### src/hdl/pts_pkg.sv
`default_nettype none

package pts_pkg;

    // Field widths of one item
    localparam int PRIO_W = 16;
    localparam int ID_W   = 8;
    localparam int CMD_W  = 2;
    localparam int STAT_W = 2;
    localparam int OCC_W  = 5;

    localparam int DEPTH_DEFAULT = 16;

    // Command codes
    localparam logic [CMD_W-1:0] CMD_ADD      = 2'd0;
    localparam logic [CMD_W-1:0] CMD_DISPATCH = 2'd1;
    localparam logic [CMD_W-1:0] CMD_REPORT   = 2'd2;

    // Status codes
    localparam logic [STAT_W-1:0] ST_OK        = 2'd0;
    localparam logic [STAT_W-1:0] ST_EMPTY     = 2'd1;
    localparam logic [STAT_W-1:0] ST_FULL      = 2'd2;
    localparam logic [STAT_W-1:0] ST_NO_FLIGHT = 2'd3;

    // Most negative priority, floor of the decrement on reinsert
    localparam logic signed [PRIO_W-1:0] PRIO_MIN = {1'b1, {(PRIO_W-1){1'b0}}};

    typedef struct packed {
        logic [CMD_W-1:0]         cmd;
        logic signed [PRIO_W-1:0] priority_req;
        logic [ID_W-1:0]          task_id;
        logic                     still_running;
    } in_item_t;

    typedef struct packed {
        logic [STAT_W-1:0]        status;
        logic [ID_W-1:0]          out_task_id;
        logic signed [PRIO_W-1:0] out_priority;
        logic [OCC_W-1:0]         occupancy;
    } result_t;

    // One stored task
    typedef struct packed {
        logic signed [PRIO_W-1:0] prio;
        logic [ID_W-1:0]          id;
    } entry_t;

endpackage

`default_nettype wire

### src/hdl/pts_mem.sv
`default_nettype none

module pts_mem #(
    parameter int DEPTH = pts_pkg::DEPTH_DEFAULT,
    localparam int IDX_W = $clog2(DEPTH)
) (
    input  wire logic             clk,
    input  wire logic             wr_en,
    input  wire logic [IDX_W-1:0] wr_addr,
    input  wire pts_pkg::entry_t  wr_data,
    input  wire logic [IDX_W-1:0] rd_addr,
    output pts_pkg::entry_t       rd_data
);
    import pts_pkg::*;

    entry_t mem [DEPTH];

    // Write one slot
    always_ff @(posedge clk)
    begin
        if (wr_en)
        begin
            mem[wr_addr] <= wr_data;
        end
    end

    // Registered read
    always_ff @(posedge clk)
    begin
        rd_data <= mem[rd_addr];
    end

endmodule

`default_nettype wire

### src/hdl/pts_cmp.sv
`default_nettype none

module pts_cmp (
    input  wire pts_pkg::entry_t cand,
    input  wire pts_pkg::entry_t best,
    input  wire logic            best_found,
    output logic                 better
);
    import pts_pkg::*;

    logic prio_gt;
    logic prio_eq;
    logic id_gt;

    // Higher priority wins, then larger id; a full tie keeps the earlier slot
    assign prio_gt = $signed(cand.prio) > $signed(best.prio);
    assign prio_eq = cand.prio == best.prio;
    assign id_gt   = cand.id > best.id;
    assign better  = !best_found || prio_gt || (prio_eq && id_gt);

endmodule

`default_nettype wire

### src/hdl/priority_task_scheduler_top.sv
`default_nettype none

// Priority task scheduler: one item at a time; the next is taken as the result shows.
// Refused adds, empty or repeated dispatches, reports of finished tasks and unused codes
// answer in the next cycle. An add or reinsert walks the slots for a free one.
// A dispatch scans every slot through one comparator.
// The result strobe is one cycle wide; the receiver cannot stall it.
// Reset empties the queue, clears the in-flight task and update_mode; no clearing pass.
module priority_task_scheduler_top #(
    parameter int DEPTH = pts_pkg::DEPTH_DEFAULT
) (
    input  wire logic          clk,
    input  wire logic          rst_n,
    input  wire logic          start,
    output logic               busy,
    input  wire pts_pkg::in_item_t in_item,
    input  wire logic          cfg_we,
    input  wire logic          cfg_wdata,
    output logic               done,
    output pts_pkg::result_t   result
);
    import pts_pkg::*;

    localparam int IDX_W = $clog2(DEPTH);
    localparam int CNT_W = $clog2(DEPTH + 1);
    localparam logic [IDX_W-1:0] LAST_IDX = IDX_W'(DEPTH - 1);

    typedef enum logic [1:0] {
        S_IDLE,
        S_FIND,
        S_SCAN,
        S_DRAIN
    } state_t;

    state_t             state_reg, state_next;
    logic               mode_reg, mode_next;
    logic [DEPTH-1:0]   valid_reg, valid_next;
    logic [CNT_W-1:0]   queued_reg, queued_next;
    logic               flight_reg, flight_next;
    entry_t             fl_reg, fl_next;
    entry_t             ins_reg, ins_next;
    logic [IDX_W-1:0]   idx_reg, idx_next;
    logic               rd_pend_reg, rd_pend_next;
    logic               rd_ok_reg, rd_ok_next;
    logic [IDX_W-1:0]   rd_idx_reg, rd_idx_next;
    entry_t             best_reg, best_next;
    logic [IDX_W-1:0]   best_idx_reg, best_idx_next;
    logic               best_found_reg, best_found_next;
    logic               done_reg, done_next;
    result_t            res_reg, res_next;

    logic               mem_we;
    entry_t             rd_data;
    logic               cand_better;
    logic               take_cand;
    logic [CNT_W:0]     in_use;

    pts_mem #(
        .DEPTH(DEPTH)
    ) u_mem (
        .clk     (clk),
        .wr_en   (mem_we),
        .wr_addr (idx_reg),
        .wr_data (ins_reg),
        .rd_addr (idx_reg),
        .rd_data (rd_data)
    );

    pts_cmp u_cmp (
        .cand       (rd_data),
        .best       (best_reg),
        .best_found (best_found_reg),
        .better     (cand_better)
    );

    assign busy   = state_reg != S_IDLE;
    assign done   = done_reg;
    assign result = res_reg;

    assign in_use    = {1'b0, queued_reg} + (CNT_W + 1)'(flight_reg);
    assign take_cand = rd_pend_reg && rd_ok_reg && cand_better;

    always_comb
    begin
        state_next      = state_reg;
        mode_next       = cfg_we ? cfg_wdata : mode_reg;
        valid_next      = valid_reg;
        queued_next     = queued_reg;
        flight_next     = flight_reg;
        fl_next         = fl_reg;
        ins_next        = ins_reg;
        idx_next        = idx_reg;
        rd_pend_next    = 1'b0;
        rd_ok_next      = rd_ok_reg;
        rd_idx_next     = rd_idx_reg;
        best_next       = best_reg;
        best_idx_next   = best_idx_reg;
        best_found_next = best_found_reg;
        done_next       = 1'b0;
        res_next        = res_reg;
        mem_we          = 1'b0;

        // Fold the slot arriving from memory into the running maximum
        if (take_cand)
        begin
            best_next       = rd_data;
            best_idx_next   = rd_idx_reg;
            best_found_next = 1'b1;
        end

        unique case (state_reg)
            S_IDLE:
            begin
                if (start)
                begin
                    idx_next        = '0;
                    best_found_next = 1'b0;
                    done_next       = 1'b1;
                    res_next        = '{status: ST_OK, out_task_id: '0, out_priority: '0,
                                        occupancy: OCC_W'(queued_reg)};
                    case (in_item.cmd)
                        CMD_ADD:
                        begin
                            if (in_use >= (CNT_W + 1)'(DEPTH))
                            begin
                                res_next.status = ST_FULL;
                            end
                            else
                            begin
                                ins_next   = '{prio: in_item.priority_req, id: in_item.task_id};
                                done_next  = 1'b0;
                                state_next = S_FIND;
                            end
                        end
                        CMD_DISPATCH:
                        begin
                            if (flight_reg)
                            begin
                                res_next.out_task_id  = fl_reg.id;
                                res_next.out_priority = fl_reg.prio;
                            end
                            else if (queued_reg == '0)
                            begin
                                res_next.status = ST_EMPTY;
                            end
                            else
                            begin
                                done_next  = 1'b0;
                                state_next = S_SCAN;
                            end
                        end
                        CMD_REPORT:
                        begin
                            if (!flight_reg)
                            begin
                                res_next.status = ST_NO_FLIGHT;
                            end
                            else
                            begin
                                flight_next = 1'b0;
                                fl_next     = '0;
                                if (in_item.still_running)
                                begin
                                    ins_next.id   = fl_reg.id;
                                    ins_next.prio = (mode_reg && fl_reg.prio != PRIO_MIN)
                                                    ? fl_reg.prio - PRIO_W'(1) : fl_reg.prio;
                                    done_next     = 1'b0;
                                    state_next    = S_FIND;
                                end
                            end
                        end
                        default:
                        begin
                            res_next.status = ST_OK;
                        end
                    endcase
                end
            end

            // Walk the slots for the first free one and store the task there
            S_FIND:
            begin
                if (!valid_reg[idx_reg])
                begin
                    mem_we              = 1'b1;
                    valid_next[idx_reg] = 1'b1;
                    queued_next         = queued_reg + CNT_W'(1);
                    done_next           = 1'b1;
                    res_next            = '{status: ST_OK, out_task_id: '0, out_priority: '0,
                                            occupancy: OCC_W'(queued_reg + CNT_W'(1))};
                    state_next          = S_IDLE;
                end
                else
                begin
                    idx_next = idx_reg + IDX_W'(1);
                end
            end

            // Issue one slot read a cycle
            S_SCAN:
            begin
                rd_pend_next = 1'b1;
                rd_ok_next   = valid_reg[idx_reg];
                rd_idx_next  = idx_reg;
                if (idx_reg == LAST_IDX)
                begin
                    state_next = S_DRAIN;
                end
                else
                begin
                    idx_next = idx_reg + IDX_W'(1);
                end
            end

            // Last slot compared: move the winner in flight
            S_DRAIN:
            begin
                valid_next[best_idx_next] = 1'b0;
                queued_next               = queued_reg - CNT_W'(1);
                flight_next               = 1'b1;
                fl_next                   = best_next;
                done_next                 = 1'b1;
                res_next                  = '{status: ST_OK, out_task_id: best_next.id,
                                              out_priority: best_next.prio,
                                              occupancy: OCC_W'(queued_reg - CNT_W'(1))};
                state_next                = S_IDLE;
            end
        endcase
    end

    always_ff @(posedge clk or negedge rst_n)
    begin
        if (!rst_n)
        begin
            state_reg      <= S_IDLE;
            mode_reg       <= 1'b0;
            valid_reg      <= '0;
            queued_reg     <= '0;
            flight_reg     <= 1'b0;
            fl_reg         <= '0;
            rd_pend_reg    <= 1'b0;
            best_found_reg <= 1'b0;
            done_reg       <= 1'b0;
        end
        else
        begin
            state_reg      <= state_next;
            mode_reg       <= mode_next;
            valid_reg      <= valid_next;
            queued_reg     <= queued_next;
            flight_reg     <= flight_next;
            fl_reg         <= fl_next;
            rd_pend_reg    <= rd_pend_next;
            best_found_reg <= best_found_next;
            done_reg       <= done_next;
        end
    end

    // Payload registers
    always_ff @(posedge clk)
    begin
        ins_reg      <= ins_next;
        idx_reg      <= idx_next;
        rd_ok_reg    <= rd_ok_next;
        rd_idx_reg   <= rd_idx_next;
        best_reg     <= best_next;
        best_idx_reg <= best_idx_next;
        res_reg      <= res_next;
    end

`ifndef SYNTHESIS
    a_count_matches_valid: assert property (@(posedge clk) disable iff (!rst_n)
        $countones(valid_reg) == 32'(queued_reg))
        else $error("queued count differs from number of valid slots");

    a_count_bound: assert property (@(posedge clk) disable iff (!rst_n)
        in_use <= (CNT_W + 1)'(DEPTH))
        else $error("queued plus in-flight tasks exceed the depth");

    a_full_refused: assert property (@(posedge clk) disable iff (!rst_n)
        (start && !busy && in_item.cmd == CMD_ADD && in_use >= (CNT_W + 1)'(DEPTH))
        |=> (done && result.status == ST_FULL && $stable(queued_reg)))
        else $error("add at full not refused at once");

    a_fail_zero_fields: assert property (@(posedge clk) disable iff (!rst_n)
        (done && result.status != ST_OK)
        |-> (result.out_task_id == '0 && result.out_priority == '0))
        else $error("failed command returned a task");
`endif

endmodule

`default_nettype wire

### config.mk
export PLATFORM = sky130hd
export DESIGN_NAME = priority_task_scheduler_top
export DESIGN_NICKNAME = d
export VERILOG_FILES = /design/src/hdl/pts_pkg.sv /design/src/hdl/pts_mem.sv /design/src/hdl/pts_cmp.sv /design/src/hdl/priority_task_scheduler_top.sv
export SDC_FILE = /design/constraint.sdc
export NUM_CORES = 1
export LEC_CHECK = 0
export BUFFER_PORTS_ARGS = -buffer_cell sky130_fd_sc_hd__buf_4
export CAP_MARGIN = 25
export CORE_MARGIN = 2
export CORE_UTILIZATION = 40
export DETAILED_ROUTE_END_ITERATION = 8
export PLACE_DENSITY_LB_ADDON = 0.12
export SYNTH_ARGS = -nofsm -noshare
export SYNTH_HDL_FRONTEND = slang
export SYNTH_SLANG_ARGS = --single-unit
### constraint.sdc
create_clock -name clk -period 5.25 [get_ports clk]
set_clock_uncertainty 0.05 [all_clocks]
set_input_delay 0.2625 -clock clk [delete_from_list [all_inputs] [get_ports clk]]
set_output_delay 0.2625 -clock clk [all_outputs]
set_load 0.02 [all_outputs]
# Word level (Yosys, flattened, before mapping)

Memories as Yosys holds them, arrays and structs flattened. A register that Yosys moved wholly into a read port is not among the register bits.
Index checks and enable logic that the tools add are counted.

Memories: 1
Output and inout port bits: 33
Bits in writable memories: 384
Flip-flop bits (word level): 144

Bitwise gates (word level): 3
Equal/unequal tests: 24
Add/subtract/negate cells: 5
Reductions and logical operators: 25
Multiplexer cells: 64
Order comparisons: 7

Memory list:

| name      | words | bits a word | rd ports | clocked after Yosys merged registers in | write ports | line          | source |
|---|---|---|---|---|---|---|---|
| u_mem.mem | 16    | 24          | 1        | 1                                       | 1           | pts_mem.sv:16 | `entry_t mem [DEPTH];` |

Operators by type and width:

| operator                                                   | count |
|---|---|
| two-way mux 24 bit                                         | 9 |
| case mux 24 bit (2 select lines)                           | 2 |
| case mux 31 bit (3 select lines)                           | 1 |
| two-way mux 31 bit                                         | 2 |
| two-way mux 16 bit                                         | 2 |
| case mux 16 bit (2 select lines)                           | 1 |
| two-way mux 2 bit                                          | 11 |
| two-way mux 1 bit                                          | 20 |
| != test 2 bit, second input constant                       | 9 |
| AND 16 bit                                                 | 1 |
| equality test 16 bit                                       | 1 |
| > comparator 16 bit                                        | 1 |
| two-way mux 4 bit                                          | 4 |
| != test 16 bit, second input constant                      | 1 |
| NOT 16 bit                                                 | 1 |
| bitwise OR 16 bit                                          | 1 |
| subtractor 16 x 2 -> 16 bit, second input constant         | 1 |
| != test 3 bit, second input constant                       | 5 |
| case mux 2 bit (3 select lines)                            | 2 |
| case mux 4 bit (3 select lines)                            | 1 |
| less-than comparator 4 x 5 -> 1 bit, second input constant | 2 |
| case mux 5 bit (2 select lines)                            | 1 |
| AND reduction 9 bit                                        | 1 |
| demux 1 bit (select 4 bit)                                 | 2 |
| 28 further kinds                                           | 46 |

# Depth between registers and ports, before layout

Gate-level depths: netlist (run 1).

Depth in word-level cells: 12
Gate-level depth with buffers: 12
Depth with buffers taken out: 9

# Modules after synthesis

Synthesis (run 1) repeated with hierarchy kept, for this count alone.

Cells, all modules: 1344
Area, all modules: 22267.6 µm²

Modules (own cells, without submodules):

| module                      | instances | area an instance (µm²) | seq. area each (µm²) | cells an instance |
|---|---|---|---|---|
| pts_mem                     | 1         | 14930.6                | 12011.5              | 636 |
| priority_task_scheduler_top | 1         | 6705.2                 | 3783.6               | 625 |
| pts_cmp                     | 1         | 631.9                  | 0.0                  | 83 |

# Worst setup path before layout (run 1)

No wires, ideal clock.

Path kind: register to register
Start point: register idx_reg[0]
End point: register res_reg (netlist bit result[0]) (enable)
Cell stages (with the launch flop): 7
Data arrival time: 3694 ps
Clock period less this slack: 4202 ps
Data required time: 4742 ps
Slack: 1048 ps
Buffers on the path: 1
Cells stage by stage: edfxtp_1 -> buf_2 -> mux4_2 -> mux2i_1 -> mux2i_1 -> and2_1 -> nor3_1

Longest elaborated chain between the ends: 4

Ends and longest elaborated chain:

| item                                    | line                               | source |
|---|---|---|
| start, declared                         | priority_task_scheduler_top.sv:42  | `logic [IDX_W-1:0] idx_reg, idx_next;` |
| start signal, assigned                  | priority_task_scheduler_top.sv:263 | `idx_reg <= idx_next;` |
| binary-select mux 1 bit (select 4 bit)  | priority_task_scheduler_top.sv:183 | `if (!valid_reg[idx_reg])` |
| two-way mux 1 bit (not written as such) | priority_task_scheduler_top.sv:183 |  |
| != test 2 bit (no source line)          | -                                  |  |
| AND reduction 3 bit (no source line)    | -                                  |  |
| end signal, assigned                    | priority_task_scheduler_top.sv:268 | `res_reg <= res_next;` |
| end, declared                           | priority_task_scheduler_top.sv:50  | `result_t res_reg, res_next;` |

No other way between the ends. The select of a mux whose other input is x is not followed.
A chain may end at the register's enable or synchronous reset.

# Worst setup path in the final report (run 1)

Start point: register idx_reg[1]
End point: memory u_mem.mem[14][22] in the netlist's numbering (enable)

Longest elaborated chain between the ends: 6

Ends and longest elaborated chain:

| item                                    | line                               | source |
|---|---|---|
| binary-select mux 1 bit (select 4 bit)  | priority_task_scheduler_top.sv:183 |  |
| two-way mux 1 bit (not written as such) | priority_task_scheduler_top.sv:183 |  |
| two-way mux 1 bit                       | priority_task_scheduler_top.sv:183 |  |
| two-way mux 1 bit                       | priority_task_scheduler_top.sv:111 | `unique case (state_reg)` |
| two-way mux 1 bit                       | pts_mem.sv:21                      | `if (wr_en)` |
| two-way mux 1 bit (not written as such) | pts_mem.sv:23                      | `mem[wr_addr] <= wr_data;` |
| end, declared                           | pts_mem.sv:16                      |  |

Parallel ways exist; a longest one is shown, timed or not. The select of a mux whose other input is x is not followed.

==> results of run 1 <==
==> cell usage in the layout, fill, tap and decap left out, types with 5 or more instances in the layout <==
cell / instances
xor2_1: 10
nand2_1: 124
buf_4: 79
inv_1: 65
clkbuf_16: 58
xnor2_1: 13
o21ai_1: 31
mux2i_2: 10
a31oi_1: 14
dlygate4sd3_1: 27
mux2i_1: 29
clkbuf_1: 14
nor2_4: 14
dfrtp_1: 52
a21oi_1: 16
nor2b_1: 6
a41oi_1: 8
edfxtp_1: 448
clkinv_1: 9
mux4_2: 124
nand3_1: 12
nor2_1: 40
mux2_2: 7
and3_1: 6
nand4_1: 8
ha_1: 38
clkinv_2: 18
nor3_1: 11
and2_1: 7
o21ai_0: 38
o32a_1: 5
nand2b_1: 12
dfxtp_1: 52
==> final timing paths <==
kind,startpoint,endpoint,slack (ns),cells after the start
hold reg to reg,fl_reg[7],fl_reg[7],0.46,2
max in group asynchronous,rst_n,fl_reg[17],4.44,2
hold / removal,in_item[22],ins_reg[21],0.02,3
setup / recovery,idx_reg[1],u_mem.mem[14][22],1.49,6
setup reg to reg,idx_reg[1],u_mem.mem[14][22],1.49,6
min in group asynchronous,rst_n,queued_reg[4],0.20,2
==> final cells by class <==
| type | count | area [um2] | area share [%] |
|---|---|---|---|
| Clock inverter | 33 | 250 | 0.968 |
| Tap cell | 748 | 936 | 3.62 |
| Sequential cell | 552 | 15800 | 61.1 |
| Clock buffer | 74 | 1530 | 5.92 |
| Inverter | 66 | 248 | 0.958 |
| Antenna cell | 1 | 2.50 | 0.00968 |
| Multi-Input combinational cell | 633 | 6190 | 23.9 |
| Timing Repair Buffer | 109 | 900 | 3.48 |
==> where the power goes <==
part | switching (mW) | internal [mW] | total [mW] | leakage, nW
sequential | 0.516 | 5.63 | 6.14 | 5.21
combinational | 2.79 | 2.08 | 4.86 | 3.01
clock | 1.70 | 2.16 | 3.87 | 0.884
total | 5.01 | 9.86 | 14.9 | 9.10
==> worst reg2reg max path, delay by kind of cell, from the launching register on <==
family | cells | cell delay (ns)
buf+inv | 1 | 0.49
flops | 1 | 0.44
simple gates | 3 | 1.40
mux | 1 | 0.41
compound gates | 1 | 0.53
==> per-layer routing <==
| metal | up-vias | GRT usage, % |
|---|---|---|
| met1 | 6166 | 27.5 |
| li1 | 5304 | - |
| met5 | - | 0 |
| met2 | 270 | 26.9 |
| met3 | 76 | 3.52 |
| met4 | 0 | 4.25 |
==> kinds of logic after synthesis <==
logic type | after synthesis
DFF | 552
and+or+nand+nor | 259
muxes | 174
AOI/OAI and AO/OA | 139
buffers and inverters | 127
adders and majority gates | 38
xor gates and xnor gates | 23
==> per-stage QoR <==
step,cells,total power [mW]
2_1_floorplan,1312,9.45
3_3_place_gp,2079,11.1
3_5_place_dp,2080,11.1
4_1_cts,2214,15.0
5_1_grt,2215,15.7
6_report,2216,14.9
==> what timing repair did <==
item | in CTS | in global routing
endpoints found under the hold margin | 77 | 0
hold buffers | 27 | 0
buffers inserted | 0 | 0
==> summary.txt, run 1 <==
status = finished clean
Remaining DRCs = 0
Pins Over Slew Limit = 0
area post-placement = 23800 um2
DPL Wire Length = 32100 um
CTS root buffer = clkbuf_16
Top reg by flops = u_mem.mem
final setup vio count = 0
Crit path max-delay family = simple AND/OR/NAND/NOR gates
Core ar. = 55200 um2
Top FF cell, synth = edfxtp_1
met3 wire length = 2420 um
clk buf depth = 3
clock slew at reported path FFs = 0.06 ns
fin area = 25900 um2
Vias/cell = 5.33
mux cell area share after synthesis = 15.0%
Final Util = 46.8%
Worst VDD drop = 0.314 mV
Synth Area in Compound Gates = 3.81%
Synth top area share = 60.1%
sequential area share after synthesis = 70.5%
top routing layer in use = met4
Initial Utilization = 40.6%
share of cells above drive strength 1 = 22.9%
antenna violations before repair = 2
CTS tree = yes
Yosys cell types = 62
drt wl/cell = 23.1 um
min cycle time layout = 3.76 ns
leading area contributor after synthesis = edfxtp_1
number of global-route vias before repair = 11900
count leader, synth = edfxtp_1
number of buffers created by CTS = 58
Synth Area in XOR/XNOR = 0.899%
Pre-antenna DRT Iters = 4
Synth Area per Inst = 17.1 um2
Final ANT Viol Nets = 0
Routed met1 length = 25100 um
total gr overflow = 0
Layout Nets = 1490
Final WS setup = 1.49 ns
max reg flops = 384
pre-CTS setup slack = 1.44 ns
CP max stage cell = nor2_4
Filler Cell Count = 4748
top post-synthesis cells by area = edfxtp_1 (60%), mux4_2 (12%), dfrtp_1 (5.8%)
vias = 11800
total of max-cap violations = 0
Post-synth EDFFs = 448
Clock Sinks = 552
hold crit path type = in2reg
Mapped Area = 22400 um2
area delta synth->final = 15.4%
FMAX = 0.266 GHz
FP Rows = 86
final worst-path cycle share = 71.6%
first-pass GRT wire length = 76700 um
crit-path max FO = 33
post-synth net total = 1382
Hold Slack = 0.0175 ns
Iter 0 DRT Violations = 825
Gate Count Post-Synth = 1312
Routability Congestion = 0.820
largest net degree at the start of global routing = 102
Die Area = 57900 um2
YS warnings = 0
htree depth = 2
Die Ht = 241 um
Synth top cells by count = edfxtp_1 (448), mux4_2 (124), nand2_1 (124), inv_1 (66), nor2_1 (54)
leakage power = 9.10 nW
final WL = 51100 um
register bit total from synthesis = 552
critical path, cell by cell = buf_4 > mux4_2 > nor3_1 > a311o_1 > nand2_1 > nor2_4
Slew HR = 35.5%
RSZ-0062 raised after global routing = false
critical path capture point type = flip-flop
Overall Global Routing Usage = 18.1%
I/O Buffers = 64
met2 WL = 22700 um
final hold vios = 0
worst skew pair latency = 0.63 ns
Worst EP required = 5.43 ns
CP arrival = 3.94 ns
adder-cell area share of the yosys netlist = 2.12%
critical path class = reg2reg
Worst Tran Pin Value = 0.965 ns
IO Pins = 65
Die X = 241 um
Final TNS setup = 0 ns
CP max stage delay = 0.81 ns
Async SR Flop Fraction = 9.42%
main combinational cell family by area after synthesis = multiplexers
CTS resizes = 0
Power Dens Cells = 575 nW/um2
Buf/Inv on CP = 1
Post-Synth Simple-Gate Area = 5.29%
Worst Setup Start Kind = flip-flop
No activity file was read; power rests on OpenSTA's default activity.
==> run 2: changes to the inputs <==
- ABC_AREA: unset -> 1
- clock period: 5.25 -> 3.6 ns (I/O delays scaled with it)
==> run 2 against run 1 <==
Effect of this change: first-iteration DRC count is 56% higher; combinational power is 59% higher; design area is 1.6% higher; core utilization hardly changed; synthesized cell count is 49% higher; critical path depth is 8 higher; maximum frequency is 25% higher; final cell count is 28% higher; register-to-register slack worse by 0.90 ns; sequential share of layout area is 0.96 points lower; clock-buffer cell count is 1 lower; synthesized area is 0.77% higher.
==> summary.txt, run 2 <==
Top FF cell, synth = edfxtp_1 (unchanged)
critical path capture point type = flip-flop (unchanged)
number of buffers created by CTS = 56 (was 58)
CTS root buffer = clkbuf_16 (unchanged)
Gate Count Post-Synth = 1952 (was 1312)
adder-cell area share of the yosys netlist = 2.11% (was 2.12%)
Pre-antenna DRT Iters = 5 (was 4)
Async SR Flop Fraction = 9.42% (unchanged)
RR Startpoint = best_reg[15] (was idx_reg[1])
Int Pwr = 13.6 mW (was 9.86 mW)
drt wl/cell = 20.9 um (was 23.1 um)
CP dominant cell by count = nor2_1
combinational share of power = 35.2% (was 32.7%)
htree depth = 2 (unchanged)
Mapped Area = 22600 um2 (was 22400 um2)
Remaining DRCs = 0 (unchanged)
Pins Over Slew Limit = 0 (unchanged)
Power, Total = 22.0 mW (was 14.9 mW)
Overall Global Routing Usage = 20.5% (was 18.1%)
Vias/cell = 5.25 (was 5.33)
number of global-route vias before repair = 14400 (was 11900)
Post-Synth Simple-Gate Area = 11.6% (was 5.29%)
hold path start = in_item[25] (was in_item[22])
Initial Utilization = 40.3% (was 40.6%)
mux cell area share after synthesis = 0.0499% (was 15.0%)
switching power = 8.46 mW (was 5.01 mW)
CP max stage delay = 0.55 ns (was 0.81 ns)
FP Rows = 87 (was 86)
commonest non-fill, non-tap cell in the layout = edfxtp_1 (unchanged)
Die X = 242 um (was 241 um)
total gr overflow = 0 (unchanged)
CP startpoint = best_reg[15] (was idx_reg[1])
max reg flops = 384 (unchanged)
main combinational cell family by area after synthesis = compound AO/OA/AOI/OAI gates (was multiplexers)
Synth Area per Inst = 11.6 um2 (was 17.1 um2)
Multi-input gate area = 6050 um2 (was 6190 um2)
cts hold-fix bufs = 27 (unchanged)
count leader, synth = edfxtp_1 (unchanged)
leakage power = 9.46 nW (was 9.10 nW)
Worst Setup Start Kind = flip-flop (unchanged)
Top reg by flops = u_mem.mem (unchanged)
critical path, cell by cell = inv_1 > ha_1 > nand2_1 > nor3_1 > nand3_1 > nor2_1 > nor2_1 > nand2_4 > nand2_4 > buf_4 > nor2_1 > a21oi_2 > nand2_1 > o21ai_0 (was buf_4 > mux4_2 > nor3_1 > a311o_1 > nand2_1 > nor2_4)
vias = 14900 (was 11800)
Post-synth EDFFs = 448 (unchanged)
clock power share = 25.4% (was 26.0%)
post-synth net total = 2022 (was 1382)
leading area contributor after synthesis = edfxtp_1 (unchanged)
Final ANT Viol Nets = 0 (unchanged)
reg2reg setup slack = 0.58 ns (was 1.49 ns)
commonest cells after routing, fill and taps aside = edfxtp_1 (448), nor2_1 (278), nand2_1 (263) (was edfxtp_1 (448), nand2_1 (124), mux4_2 (124))
RSZ-0062 raised after global routing = false (unchanged)
Core ar. = 56100 um2 (was 55200 um2)
number of diodes = 0 (was 1)
Slew HR = 38.4% (was 35.5%)
switching fraction of total power = 38.4% (was 33.7%)
Filler Cell Count = 5074 (was 4748)
total of max-cap violations = 0 (unchanged)
Die Area = 58400 um2 (was 57900 um2)
final setup vio count = 0 (unchanged)
Layout Nets = 2114 (was 1490)
CP max stage cell = nor3_1 (was nor2_4)
Synth Area in XOR/XNOR = 0.504% (was 0.899%)
hold crit path type = in2reg (unchanged)
CP arrival = 3.33 ns (was 3.94 ns)
Yosys cell types = 41 (was 62)
Worst VDD drop = 0.557 mV (was 0.314 mV)
first-pass GRT wire length = 90300 um (was 76700 um)
CTS resizes = 0 (unchanged)
area delta synth->final = 16.4% (was 15.4%)
Die Ht = 242 um (was 241 um)
final WL = 59400 um (was 51100 um)
Routability Congestion = 0.893 (was 0.820)
largest net degree at the start of global routing = 132 (was 102)
IO Pins = 65 (unchanged)
clk buf depth = 3 (unchanged)
Power Dens Cells = 839 nW/um2 (was 575 nW/um2)
FMAX = 0.332 GHz (was 0.266 GHz)
Synth Area in Compound Gates = 11.7% (was 3.81%)
I/O Buffers = 64 (unchanged)
CTS tree = yes (unchanged)
worst skew pair latency = 0.63 ns (about the same)
Seq pwr share = 39.4% (was 41.3%)
min cycle time layout = 3.02 ns (was 3.76 ns)
clock slew at reported path FFs = 0.06 ns (about the same)
postcts setup bufs = 0 (unchanged)
sequential area share after synthesis = 70.0% (was 70.5%)
status = finished clean (unchanged)
Worst EP required = 3.91 ns (was 5.43 ns)
DPL Wire Length = 34700 um (was 32100 um)
Synth top cells by count = edfxtp_1 (448), nor2_1 (298), nand2_1 (263), o21ai_0 (257), inv_1 (116) (was edfxtp_1 (448), mux4_2 (124), nand2_1 (124), inv_1 (66), nor2_1 (54))
antenna violations before repair = 1 (was 2)
crit-path max FO = 39 (was 33)
YS warnings = 0 (unchanged)
Final TNS setup = 0 ns (unchanged)
Iter 0 DRT Violations = 1289 (was 825)
register bit total from synthesis = 552 (unchanged)
final worst-path cycle share = 83.8% (was 71.6%)
Clock Sinks = 552 (unchanged)
flip-flop and latch area = 15800 um2 (unchanged)
share of cells above drive strength 1 = 12.1% (was 22.9%)
top post-synthesis cells by area = edfxtp_1 (60%), dfrtp_1 (5.8%), o21ai_0 (5.7%) (was edfxtp_1 (60%), mux4_2 (12%), dfrtp_1 (5.8%))
Worst Tran Pin Value = 0.925 ns (was 0.965 ns)
Synth top area share = 59.6% (was 60.1%)
critical path class = reg2reg (unchanged)
final hold vios = 0 (unchanged)
-- run 2: cell count changes after synthesis, sizes merged, moves of 12 or more --
cell	previous run	this run
inv	66	122
a21oi	17	55
mux2i	39	0
nand2	124	265
nor2	54	301
nand3	12	39
nand4	8	31
o22ai	2	97
clkbuf	31	82
o21ai	69	293
mux4	124	0
nand2b	12	0
xnor2	13	1
-- run 2: area by class of cell --
cell class,instances,area share [%]
Inverter,122,1.75
Multi-Input combinational cell,1175,23.1
Sequential cell,552,60.1
Clock inverter,31,0.996
Timing Repair Buffer,137,4.70
Tap cell,756,3.60
Clock buffer,73,5.77
-- run 2: cells by family after synthesis --
family                   count (synthesis)
adder cells (fa/ha/maj)                 38
multiplexers                             1
buffers and inverters                  225
flip-flops                             552
AO/OA/AOI/OAI                          473
XOR/XNOR                                13
AND/OR/NAND/NOR                        650
-- run 2: routing by layer --
metal  track usage, %  share of wire (%)  up-vias
met5                0              0.022        -
met4             7.23                3.1        2
li1                 -                  -     7099
met1             29.6                 47     7384
met2             31.6                 45      351
met3             2.83                4.5       94
-- run 2: power by group through the flow --
| stage | Combinational (mW) | Clock, mW | Sequential [mW] |
|---|---|---|---|
| floorplan | 4.93 | 0 | 8.82 |
| finish | 7.75 | 5.59 | 8.69 |
| global route | 8.63 | 6.00 | 8.79 |
| CTS | 7.80 | 5.73 | 8.70 |
| global placement | 7.72 | 0 | 8.80 |
| detailed placement | 7.73 | 0 | 8.82 |
-- run 2: worst max-delay path: cells and delay by family (launching register included) --
| kind | cells | cell delay [ns] |
|---|---|---|
| adders and majority gates | 1 | 0.29 |
| and+or+nand+nor | 9 | 1.61 |
| AOI/OAI and AO/OA | 2 | 0.13 |
| DFF | 1 | 0.31 |
| buffers and inverters | 2 | 0.34 |
-- run 2: final timing paths --
kind	endpoint	cells after the start
min in group asynchronous	queued_reg[4]	2
setup reg to reg	result[15]	14
hold reg to reg	best_reg[13]	2
max in group asynchronous	fl_reg[15]	2
setup / recovery	result[15]	14
hold / removal	state_reg[1]	4
-- run 2: per-stage QoR --
step           std cells  area (um2)  util [%]  worst slack [ns]  hold WS, ns
5_1_grt             2846       26300      46.9             0.278       0.0396
3_5_place_dp        2713       24200      43.2             0.630        0.245
6_report            2846       26300      46.9             0.584       0.0297
4_1_cts             2844       26300      46.8             0.606      0.00322
2_1_floorplan       1952       22600         -             0.494       -0.166
3_3_place_gp        2713       24200      43.2             0.634        0.242
==> run 3: changes to the inputs <==
- ABC_AREA: 1 -> 0
- clock period: 3.6 -> 3 ns (I/O delays scaled with it)
==> run 3 against run 2 <==
Effect of this change: register-to-register slack worse by 0.52 ns; design area is 2.0% higher; combinational power is 17% higher; largest power group unchanged.
==> summary.txt, run 3 (synthesis gave the netlist of run 1 again) <==
largest net degree at the start of global routing = 62 (was 132)
Overall Global Routing Usage = 20.0% (was 20.5%)
RSZ-0062 raised after global routing = false (unchanged)
Int Pwr = 18.3 mW (was 13.6 mW)
commonest non-fill, non-tap cell in the layout = edfxtp_1 (unchanged)
CP arrival = 3.38 ns (was 3.33 ns)
Die X = 241 um (was 242 um)
Core ar. = 55200 um2 (was 56100 um2)
commonest cells after routing, fill and taps aside = edfxtp_1 (448), nand2_1 (124), mux4_2 (124) (was edfxtp_1 (448), nor2_1 (278), nand2_1 (263))
Seq pwr share = 39.6% (was 39.4%)
first-pass GRT wire length = 82900 um (was 90300 um)
number of buffers created by CTS = 58 (was 56)
critical path capture point type = flip-flop (unchanged)
Worst EP required = 3.44 ns (was 3.91 ns)
antenna violations before repair = 1 (unchanged)
Remaining DRCs = 0 (unchanged)
Crit path max-delay family = compound AO/OA/AOI/OAI gates (was simple AND/OR/NAND/NOR gates)
worst skew pair latency = 0.63 ns (about the same)
clk buf depth = 3 (unchanged)
final hold vios = 0 (unchanged)
critical path, cell by cell = inv_1 > ha_1 > nand4_1 > or4_4 > a21oi_2 > o211ai_1 > o22a_2 > buf_12 > mux2_4 > o32a_1 (was inv_1 > ha_1 > nand2_1 > nor3_1 > nand3_1 > nor2_1 > nor2_1 > nand2_4 > nand2_4 > buf_4 > nor2_1 > a21oi_2 > nand2_1 > o21ai_0)
status = finished clean (unchanged)
final setup vio count = 0 (unchanged)
final WL = 56700 um (was 59400 um)
Die Ht = 241 um (was 242 um)
FMAX = 0.340 GHz (was 0.332 GHz)
Initial Utilization = 40.6% (was 40.3%)
Worst VDD drop = 0.492 mV (was 0.557 mV)
share of cells above drive strength 1 = 26.5% (was 12.1%)
Filler Cell Count = 4643 (was 5074)
switching fraction of total power = 32.8% (was 38.4%)
IO Pins = 65 (unchanged)
combinational share of power = 33.4% (was 35.2%)
critical path class = reg2reg (unchanged)
Worst Tran Pin Value = 0.816 ns (was 0.925 ns)
FP Rows = 86 (was 87)
Die Area = 57900 um2 (was 58400 um2)
Layout Nets = 1551 (was 2114)
met3 wire length = 2550 um (was 2680 um)
Power Dens Cells = 1020 nW/um2 (was 839 nW/um2)
CP max stage delay = 0.59 ns (was 0.55 ns)
Clock Sinks = 552 (unchanged)
htree depth = 2 (unchanged)
vias = 12200 (was 14900)
met2 WL = 26900 um (about the same)
Routed met1 length = 26300 um (was 28000 um)
clock slew at reported path FFs = 0.06 ns (about the same)
postcts setup bufs = 0 (unchanged)
min cycle time layout = 2.94 ns (was 3.02 ns)
max reg flops = 384 (unchanged)
Final Util = 48.5% (was 46.9%)
Iter 0 DRT Violations = 943 (was 1289)
CTS root buffer = clkbuf_16 (unchanged)
hold crit path type = in2async (was in2reg)
Routability Congestion = 0.815 (was 0.893)
final worst-path cycle share = 97.9% (was 83.8%)
total gr overflow = 0 (unchanged)
area delta synth->final = 19.6% (was 16.4%)
crit-path max FO = 21 (was 39)
number of global-route vias before repair = 12400 (was 14400)
Final ANT Viol Nets = 0 (unchanged)
I/O Buffers = 64 (unchanged)
Buf/Inv on CP = 2 (unchanged)
total of max-cap violations = 0 (unchanged)
top routing layer in use = met5 (unchanged)
Power, Total = 27.2 mW (was 22.0 mW)
Pre-antenna DRT Iters = 7 (was 5)
CTS tree = yes (unchanged)
Slew HR = 45.6% (was 38.4%)
number of diodes = 0 (unchanged)
leakage power = 9.54 nW (was 9.46 nW)
Vias/cell = 5.36 (was 5.25)
Top reg by flops = u_mem.mem (unchanged)
drt wl/cell = 24.9 um (was 20.9 um)
clock power share = 27.0% (was 25.4%)
switching power = 8.91 mW (was 8.46 mW)
Worst Setup Start Kind = flip-flop (unchanged)
Pins Over Slew Limit = 0 (unchanged)
CP max stage cell = or4_4 (was nor3_1)
Hold Slack = 0.117 ns (was 0.0297 ns)
DPL Wire Length = 33100 um (was 34700 um)
run 3: final timing paths:
check | from | endpoint | slack, ns | depth (start not counted)
setup / recovery | best_reg[21] | valid_reg[6] | 0.06 | 10
max in group asynchronous | rst_n | valid_reg[15] | 2.24 | 2
hold reg to reg | best_reg[16] | best_reg[16] | 0.45 | 2
min in group clk | start | best_found_reg | 0.27 | 3
hold / removal | rst_n | fl_reg[2] | 0.12 | 2
setup reg to reg | best_reg[21] | valid_reg[6] | 0.06 | 10
run 3: final cells by class:
| cell class | instances | area, um2 | area share [%] |
|---|---|---|---|
| flip-flops and latches | 552 | 15800 | 58.9 |
| multi-input cells | 633 | 6220 | 23.2 |
| repair buffers | 170 | 1630 | 6.07 |
| clock buffers | 72 | 1540 | 5.76 |
| well taps | 748 | 936 | 3.49 |
| clock inverters | 37 | 422 | 1.57 |
| inverters | 66 | 248 | 0.925 |
run 3: worst register-to-register path, stage by stage, from the launching register on:
cell	delay [ns]
dfxtp_1	0.34
inv_1	0.05
ha_1	0.33
nand4_1	0.17
or4_4	0.59
a21oi_2	0.13
o211ai_1	0.10
o22a_2	0.23
buf_12	0.17
mux2_4	0.33
o32a_1	0.33
run 3: layer usage:
metal / track usage, % / vias up
met2: 32.1 / 270
met3: 2.97 / 72
met4: 5.03 / 2
met5: 0 / -
met1: 28.9 / 6447
li1: - / 5423
run 3: power by group through the flow:
stage	Sequential, mW	Combinational (mW)	Clock [mW]
2_1_floorplan	10.8	5.80	0
3_3_place_gp	10.9	9.14	0
3_5_place_dp	10.9	9.17	0
4_1_cts	10.8	9.23	7.51
5_1_grt	10.9	9.88	7.79
6_report	10.8	9.10	7.34
run 3: what timing repair did:
action / CTS / global route
endpoints found under the setup margin: 0 / 16
resized for setup: 0 / 4
endpoints found under the hold margin: 82 / 0
hold buffers: 30 / 0
run 3: through the flow:
step	worst slack, ns	cell area (um2)	instances	setup TNS [ns]
finish	0.0623	26800	2278	0
CTS	0.0862	26800	2278	0
floorplan	-0.370	22500	1312	-35.74
global placement	0.143	24500	2139	0
global route	0.000297	26800	2278	0
detailed placement	0.109	24500	2139	0
